`config.mk`:
```
export PLATFORM = sky130hd
export DESIGN_NAME = log_fixed_point_unit
export DESIGN_NICKNAME = d
export VERILOG_FILES = /design/src/hw/rtl/lfp_pkg.sv /design/src/hw/rtl/lfp_mul.sv /design/src/hw/rtl/lfp_seq.sv /design/src/hw/rtl/lfp_dp.sv /design/src/hw/rtl/log_fixed_point_unit.sv
export SDC_FILE = /design/constraint.sdc
export NUM_CORES = 2
export LEC_CHECK = 0
export ABC_AREA = 0
export BUFFER_PORTS_ARGS = -buffer_cell sky130_fd_sc_hd__buf_2
export CAP_MARGIN = 40
export CELL_PAD_IN_SITES_DETAIL_PLACEMENT = 0
export CELL_PAD_IN_SITES_GLOBAL_PLACEMENT = 2
export CORE_MARGIN = 2
export CORE_UTILIZATION = 42
export CTS_CLUSTER_SIZE = 40
export DETAILED_ROUTE_END_ITERATION = 12
export PLACE_DENSITY = 0.84
export SETUP_SLACK_MARGIN = 0.05
export SYNTH_ARGS = -nofsm -noshare
export SYNTH_HDL_FRONTEND = slang
export SYNTH_HIERARCHICAL = 1
export SYNTH_SLANG_ARGS = --single-unit
```
`constraint.sdc`:
```
create_clock -name aclk -period 17.4 [get_ports aclk]
set_clock_uncertainty 0.05 [all_clocks]
set_input_delay 1.74 -clock aclk [delete_from_list [all_inputs] [get_ports aclk]]
set_output_delay 1.74 -clock aclk [all_outputs]
set_load 0.05 [all_outputs]
```
`src/hw/rtl/lfp_pkg.sv`:
```
// Package of the log unit: widths, constants, state and control types.
package lfp_pkg;

    // Number format
    localparam int FRAC_BITS = 26;
    localparam int OPND_W    = 58;
    localparam int RES_W     = 32;
    localparam int S_TDATA_W = ((OPND_W + 7) / 8) * 8;

    // Whole part of log2 spans -FRAC_BITS to OPND_W-FRAC_BITS-1
    localparam int IP_W   = $clog2(OPND_W) + 2;
    localparam int ACC_W  = IP_W + FRAC_BITS;
    localparam int SAT_W  = ((ACC_W > RES_W) ? ACC_W : RES_W) + 1;
    localparam int CNT_W  = $clog2(FRAC_BITS);
    localparam int SQ_W   = FRAC_BITS + 2;

    // Shared multiplier and ln2 scaling
    localparam int MUL_W    = 32;
    localparam int PROD_W   = 2 * MUL_W;
    localparam int LN_SHIFT = 31;
    localparam logic [MUL_W-1:0] LN2_Q1_31 = 32'h58b9_0bfc;
    localparam logic [RES_W-1:0] RES_MIN   = {1'b1, {(RES_W-1){1'b0}}};
    localparam logic [RES_W-1:0] RES_MAX   = {1'b0, {(RES_W-1){1'b1}}};

    // Register file
    localparam int PADDR_W = 3;
    localparam int PDATA_W = 32;
    localparam logic [PADDR_W-3:0] REG_IDX_MODE = '0;

    typedef enum logic [2:0] {
        ST_IDLE,
        ST_NORM,
        ST_SQR,
        ST_SCALE,
        ST_FINAL
    } lfp_state_t;

    // Sequencer to datapath
    typedef struct packed {
        logic load;
        logic norm;
        logic sqr;
        logic scale;
        logic finish;
    } lfp_ctrl_t;

    // Datapath to sequencer
    typedef struct packed {
        logic zero_op;
        logic below_one;
        logic above_two;
    } lfp_stat_t;

endpackage

```
`src/hw/rtl/lfp_mul.sv`:
```
// Shared unsigned multiplier used for squaring and for ln2 scaling.
module lfp_mul
    import lfp_pkg::*;
(
    input  logic [MUL_W-1:0]  mul_a,
    input  logic [MUL_W-1:0]  mul_b,
    output logic [PROD_W-1:0] mul_p
);

    assign mul_p = {{MUL_W{1'b0}}, mul_a} * {{MUL_W{1'b0}}, mul_b};

endmodule

```
`src/hw/rtl/lfp_seq.sv`:
```
// Sequencer of the log unit: state machine, bit counter, output valid.
module lfp_seq
    import lfp_pkg::*;
(
    input  logic      aclk,
    input  logic      aresetn,
    input  logic      s_tvalid,
    output logic      s_tready,
    output logic      m_tvalid,
    input  logic      m_tready,
    input  logic      natural_mode,
    input  lfp_stat_t stat,
    output lfp_ctrl_t ctrl
);

    lfp_state_t       state_reg, state_next;
    logic [CNT_W-1:0] cnt_reg, cnt_next;
    logic             m_tvalid_reg, m_tvalid_next;
    logic             out_free;
    logic             in_range;

    assign out_free = !m_tvalid_reg || m_tready;
    assign in_range = !stat.below_one && !stat.above_two;

    // Next state
    always_comb begin
        state_next = state_reg;
        case (state_reg)
            ST_IDLE: begin
                if (s_tvalid) begin
                    state_next = stat.zero_op ? ST_FINAL : ST_NORM;
                end
            end
            ST_NORM: begin
                if (in_range) begin
                    state_next = ST_SQR;
                end
            end
            ST_SQR: begin
                if (cnt_reg == '0) begin
                    state_next = natural_mode ? ST_SCALE : ST_FINAL;
                end
            end
            ST_SCALE: state_next = ST_FINAL;
            ST_FINAL: begin
                if (out_free) begin
                    state_next = ST_IDLE;
                end
            end
            default: state_next = ST_IDLE;
        endcase
    end

    // Outputs of the state machine
    always_comb begin
        ctrl     = '0;
        s_tready = 1'b0;
        case (state_reg)
            ST_IDLE: begin
                s_tready  = 1'b1;
                ctrl.load = s_tvalid;
            end
            ST_NORM:  ctrl.norm   = 1'b1;
            ST_SQR:   ctrl.sqr    = 1'b1;
            ST_SCALE: ctrl.scale  = 1'b1;
            ST_FINAL: ctrl.finish = out_free;
            default:  ctrl        = '0;
        endcase
    end

    // Fraction bit counter, loaded when the operand lands in [1,2)
    always_comb begin
        cnt_next = cnt_reg;
        if (state_reg == ST_NORM && in_range) begin
            cnt_next = CNT_W'(FRAC_BITS - 1);
        end else if (state_reg == ST_SQR) begin
            cnt_next = cnt_reg - CNT_W'(1);
        end
    end

    // Output item valid, held until taken
    assign m_tvalid_next = ctrl.finish || (m_tvalid_reg && !m_tready);
    assign m_tvalid      = m_tvalid_reg;

    always_ff @(posedge aclk) begin
        if (!aresetn) begin
            state_reg    <= ST_IDLE;
            cnt_reg      <= '0;
            m_tvalid_reg <= 1'b0;
        end else begin
            state_reg    <= state_next;
            cnt_reg      <= cnt_next;
            m_tvalid_reg <= m_tvalid_next;
        end
    end

endmodule

```
`src/hw/rtl/lfp_dp.sv`:
```
// Datapath of the log unit: operand shifter, result bits, scaling, output.
module lfp_dp
    import lfp_pkg::*;
(
    input  logic              aclk,
    input  logic [OPND_W-1:0] operand_value,
    input  logic              natural_mode,
    input  lfp_ctrl_t         ctrl,
    output lfp_stat_t         stat,
    output logic [MUL_W-1:0]  mul_a,
    output logic [MUL_W-1:0]  mul_b,
    input  logic [PROD_W-1:0] mul_p,
    output logic [RES_W-1:0]  log_result,
    output logic              zero_input
);

    logic [OPND_W-1:0]       z_reg, z_next;
    logic signed [IP_W-1:0]  ip_reg, ip_next;
    logic [FRAC_BITS-1:0]    frac_reg, frac_next;
    logic                    zero_reg, zero_next;
    logic [PROD_W-1:0]       prod_reg, prod_next;
    logic [RES_W-1:0]        res_reg, res_next;
    logic                    zflag_reg, zflag_next;

    logic signed [ACC_W-1:0] acc;
    logic [SAT_W-1:0]        acc_ext;
    logic [SAT_W-RES_W:0]    acc_top;
    logic [RES_W-1:0]        acc_sat;
    logic                    acc_neg;
    logic [MUL_W-1:0]        acc_mag;
    logic [SQ_W-1:0]         sq;
    logic [PROD_W-1:0]       prod_signed;

    // Zero flag of the input operand, range flags of the working operand
    assign stat.zero_op   = (operand_value == '0);
    assign stat.below_one = (z_reg[OPND_W-1:FRAC_BITS] == '0);
    assign stat.above_two = |z_reg[OPND_W-1:FRAC_BITS+1];

    // Base-2 result, saturated to the result width
    assign acc     = {ip_reg, frac_reg};
    assign acc_ext = {{(SAT_W-ACC_W){acc[ACC_W-1]}}, acc};
    assign acc_top = acc_ext[SAT_W-1:RES_W-1];
    always_comb begin
        if ((&acc_top) || !(|acc_top)) begin
            acc_sat = acc_ext[RES_W-1:0];
        end else begin
            acc_sat = acc_top[SAT_W-RES_W] ? RES_MIN : RES_MAX;
        end
    end
    assign acc_neg = acc_sat[RES_W-1];
    assign acc_mag = acc_neg ? MUL_W'(~acc_sat + RES_W'(1)) : MUL_W'(acc_sat);

    // Multiplier operands: square of z, or |log2| times ln2
    always_comb begin
        if (ctrl.scale) begin
            mul_a = acc_mag;
            mul_b = LN2_Q1_31;
        end else begin
            mul_a = MUL_W'(z_reg[FRAC_BITS:0]);
            mul_b = MUL_W'(z_reg[FRAC_BITS:0]);
        end
    end

    // Square truncated back to FRAC_BITS fraction bits, in [1,4)
    assign sq = mul_p[FRAC_BITS +: SQ_W];

    // Signed scaled product, floor shift applied at the output
    assign prod_signed = acc_neg ? (~prod_reg + PROD_W'(1)) : prod_reg;

    // Working registers
    always_comb begin
        z_next     = z_reg;
        ip_next    = ip_reg;
        frac_next  = frac_reg;
        zero_next  = zero_reg;
        prod_next  = prod_reg;
        res_next   = res_reg;
        zflag_next = zflag_reg;
        if (ctrl.load) begin
            z_next    = operand_value;
            ip_next   = '0;
            zero_next = stat.zero_op;
        end
        if (ctrl.norm) begin
            if (stat.below_one) begin
                z_next  = {z_reg[OPND_W-2:0], 1'b0};
                ip_next = ip_reg - IP_W'(1);
            end else if (stat.above_two) begin
                z_next  = {1'b0, z_reg[OPND_W-1:1]};
                ip_next = ip_reg + IP_W'(1);
            end
        end
        if (ctrl.sqr) begin
            z_next    = sq[SQ_W-1] ? OPND_W'(sq[SQ_W-1:1]) : OPND_W'(sq);
            frac_next = {frac_reg[FRAC_BITS-2:0], sq[SQ_W-1]};
        end
        if (ctrl.scale) begin
            prod_next = mul_p;
        end
        if (ctrl.finish) begin
            zflag_next = zero_reg;
            if (zero_reg) begin
                res_next = RES_MIN;
            end else if (natural_mode) begin
                res_next = prod_signed[LN_SHIFT +: RES_W];
            end else begin
                res_next = acc_sat;
            end
        end
    end

    always_ff @(posedge aclk) begin
        z_reg     <= z_next;
        ip_reg    <= ip_next;
        frac_reg  <= frac_next;
        zero_reg  <= zero_next;
        prod_reg  <= prod_next;
        res_reg   <= res_next;
        zflag_reg <= zflag_next;
    end

    assign log_result = res_reg;
    assign zero_input = zflag_reg;

endmodule

```
`src/hw/rtl/log_fixed_point_unit.sv`:
```
// Top level of the fixed-point logarithm unit: stream ports and register port.
//
// Computes log2 (or ln, in natural-log mode) of an unsigned operand with 26
// fraction bits, giving a signed result with 26 fraction bits. One item at a
// time: after an input item is taken, s_tready stays low until the result has
// been placed in the output register. An item is loaded, then normalized by
// single-bit shifts until the operand lies in [1,2) (0 to 31 shifts), then
// squared once per result fraction bit, all through the one shared 32x32
// multiplier, then scaled by ln2 in natural-log mode, and then written to the
// output register once that register is free. A zero operand skips the
// arithmetic, returning the most negative value with m_tuser set. The output
// register lets the next item be taken while a result waits on m_tready.
// Register 0 (byte address 0) is natural_log_mode, reset 1.
module log_fixed_point_unit
    import lfp_pkg::*;
(
    input  logic                 aclk,
    input  logic                 aresetn,
    // Input item
    input  logic                 s_tvalid,
    output logic                 s_tready,
    input  logic [S_TDATA_W-1:0] s_tdata,   // [57:0] operand_value
    // Result item
    output logic                 m_tvalid,
    input  logic                 m_tready,
    output logic [RES_W-1:0]     m_tdata,   // [31:0] log_result
    output logic                 m_tuser,   // [0] zero_input
    // Register port
    input  logic                 psel,
    input  logic                 penable,
    input  logic                 pwrite,
    input  logic [PADDR_W-1:0]   paddr,
    input  logic [PDATA_W-1:0]   pwdata,
    output logic [PDATA_W-1:0]   prdata,
    output logic                 pready
);

    logic              mode_reg, mode_next;
    logic              cfg_wr;
    lfp_ctrl_t         ctrl;
    lfp_stat_t         stat;
    logic [MUL_W-1:0]  mul_a;
    logic [MUL_W-1:0]  mul_b;
    logic [PROD_W-1:0] mul_p;

    // Register port: always ready, one register
    assign pready = 1'b1;
    assign cfg_wr = psel && penable && pwrite && pready;

    always_comb begin
        mode_next = mode_reg;
        if (cfg_wr && paddr[PADDR_W-1:2] == REG_IDX_MODE) begin
            mode_next = pwdata[0];
        end
    end

    assign prdata = (paddr[PADDR_W-1:2] == REG_IDX_MODE) ? PDATA_W'(mode_reg) : '0;

    always_ff @(posedge aclk) begin
        if (!aresetn) begin
            mode_reg <= 1'b1;
        end else begin
            mode_reg <= mode_next;
        end
    end

    lfp_seq u_seq (
        .aclk         (aclk),
        .aresetn      (aresetn),
        .s_tvalid     (s_tvalid),
        .s_tready     (s_tready),
        .m_tvalid     (m_tvalid),
        .m_tready     (m_tready),
        .natural_mode (mode_reg),
        .stat         (stat),
        .ctrl         (ctrl)
    );

    lfp_dp u_dp (
        .aclk          (aclk),
        .operand_value (s_tdata[OPND_W-1:0]),
        .natural_mode  (mode_reg),
        .ctrl          (ctrl),
        .stat          (stat),
        .mul_a         (mul_a),
        .mul_b         (mul_b),
        .mul_p         (mul_p),
        .log_result    (m_tdata),
        .zero_input    (m_tuser)
    );

    lfp_mul u_mul (
        .mul_a (mul_a),
        .mul_b (mul_b),
        .mul_p (mul_p)
    );

endmodule

```
==> run summary <==
The largest individual stage delay along the critical path comes from the cell clkinv_1. After legalization and detailed placement, the total HPWL measured 98950 µm. The tightest min-delay check is of the reg2reg type. The remaining antenna violation count after routing came out at 0. Shortest period the worst path allows: 11480 ps. In this design, the largest share of critical-path delay is due to adder cells. The run gives 205900 µm as the wire length of the first global-routing pass. The worst endpoint data arrival time was 11740 ps. The tools report the endpoint of the worst hold-timing path as u_dp/frac_reg[13].

The count of cells along the worst hold path was 0. TritonCTS built the clock tree. Summing every instance area after synthesis gives 45090 µm².

For the area of placed instances, the log shows 46960 µm². The logs give 0 for the max-slew violation total from the final report and 0 for the final number of setup-violating endpoints. In the global route stage, met2 resource usage came out at 40.54%.

With fillers left out, the area of the finished cells amounts to 47600 µm². In this run the tightest slew margin relative to its limit is 40.34%. The final critical path takes up 66.00% of the cycle. Average vias per placed instance: 5.348.

For this configuration, the core starts out at a cell density of 42.24%. The beginning of the worst hold path is u_dp/frac_reg[12]. For this run, the number of standard cells in the final layout without fillers is 6188.

The via count of the first global-routing pass is 34910. Count of endpoints failing hold in the final timing report: 0. Tracing the worst setup path back leads to its startpoint at u_seq/state_reg[0]. The largest net degree at the start of global routing came out at 77.

The die outline width was 331.6 µm. For the number of nets in the layout, the log shows 6041. For the pin with the worst max-slew slack, the measured transition is 895.0 ps. The final layout contains routed wiring with a total length of 128900 µm. Top fanout value on the critical path: 54.

In the synthesized netlist, the number of instances is 4881. Number of remaining DRC errors: 0. The average cell area after synthesis came out at 9.237 µm².

The worst-case reg-to-reg path depth was 33. Post-CTS timing repair inserted 0 buffers for setup. In this run, placement finished with an instance count of 6156.

The setup TNS was 0 ps. The tree is rooted in a clkbuf_16. The routed layout has 33090 vias. The logs give 120 for the cell row count and 23.93% for the total routing usage reported by global routing. The number of H-tree branching levels came out at 4. For the number of violations reported at the end of detailed-routing iteration 0, the log shows 2131. Layer with the highest usage after global routing: met2. The kind of critical path was reg2reg.

The repair_antennas step left the layout with diodes totalling 0. The minimum setup slack among reg-to-reg paths was 5920 ps. The logs give 2.233% for the met3 global-route usage and 0.8926 for the final weighted congestion of routability-driven global placement. Standard cell core area: 106800 µm². The number of buffers inserted by port buffering is 102, and the met1 layer usage reported by global route is 33.21%.

The pre-antenna-repair detailed-routing pass consisted of 8 iterations. The clock transition at the registers of the reported paths is 90 ps, and the die footprint is 110000 µm². Setup repair after global routing left no endpoint under its margin. The flow ran to the end, and the final reports show no timing, DRC or antenna violations. The quantity of hold-fixing buffers added after cts is 0, and the number of flip-flops under the largest register name is 63. Startpoint type of the worst setup path: a flop. The tools report the kind of end point of the critical path as a flop. The tools report the initial antenna violation count as 7. The startpoint identified for the worst register-to-register timing path is u_seq/state_reg[0]. The clock drives 199 sinks. 174 I/O pins were placed. In this run the vertical extent of the chip is 331.6 µm. The clock reaches the later pin of the worst-skew pair after 470 ps.

Based on the critical path, the design can be clocked at up to 0.08708 GHz. The average wire per cell in the routed design works out to 20.84 µm. The most numerous cell type found on the critical path is fa_1. Data on the critical path is required at its endpoint by 17660 ps. The worst register-to-register path ends at u_dp/z_reg[1]. The longest clock path from root to sink contains 2 buffers. The share of final-layout standard cells stronger than drive strength 1 is 8.506%, and the critical path's largest stage delay is 850 ps.

The leftover overflow at the end of global routing came out at 0. The sum of buffers and inverters on the critical path is 9, and the area added between synthesis and finish is 5.575%. The run gives 17 as the CTS buffer count. Max-cap violations in this run came to 0.

The count of instances resized after the clock tree is built is 0, and the total of warnings raised by yosys is 6.
worst reg2reg max path: cells and delay by family, from the launching register on:
| family | cells | cell delay, ps |
|---|---|---|
| adder cells (fa/ha/maj) | 9 | 4440 |
| buffers and inverters | 9 | 2550 |
| AND/OR/NAND/NOR | 8 | 1970 |
| AO/OA/AOI/OAI | 5 | 1260 |
| flip-flops | 1 | 510 |
| multiplexers | 1 | 420 |
| XOR/XNOR | 1 | 140 |
cells in the final DEF (no fill, tap or decap), types with 34 or more instances in the layout:
master    count
fa_1        896
inv_1       888
and2_1      602
nand2_1     542
ha_1        267
nor2_1      131
edfxtp_1    123
a21oi_1     117
buf_2       103
o21ai_0      79
dfxtp_1      75
buf_4        70
a21o_1       63
mux2_2       62
mux2i_1      54
xor2_1       52
o22ai_1      49
nor4_1       45
xnor2_1      39
conb_1       34
cell type report:
cell class | instances | area (µm²)
clock inverters | 13 | 162.7
inverters | 892 | 3351
fillers | 10450 | 59150
flip-flops and latches | 199 | 5216
well taps | 1403 | 1755
repair buffers | 183 | 1241
multi-input cells | 3479 | 35400
clock buffers | 19 | 475.5
metal layers:
metal	share of wire, %	routed length [µm]
met3	4.4	5634
met1	44	57190
met5	0	0
met4	2.4	3090
met2	49	63030
through the flow:
step	setup WS, ps	hold slack (ps)	util [%]
after global placement	6031	416.1	43.80
after global routing	5435	457.2	44.59
after detailed placement	6044	426.2	43.99
after floorplan	2164	374.4	-
after CTS	5974	447.0	44.59
final	5916	443.3	44.59
how the worst max path moves through the flow:
stage | slack [ps] | cells after the start | to
after floorplan | 2160 | 34 | u_dp/z_reg[11]
after global placement | 6030 | 32 | u_dp/z_reg[1]
after detailed placement | 6040 | 33 | u_dp/z_reg[1]
after CTS | 5970 | 33 | u_dp/z_reg[1]
after global routing | 5430 | 33 | u_dp/z_reg[1]
final | 5920 | 33 | u_dp/z_reg[1]
Power is left out: the tool's default activity adds up to more than one toggle a clock period on the data nets, which glitch-free logic cannot reach.
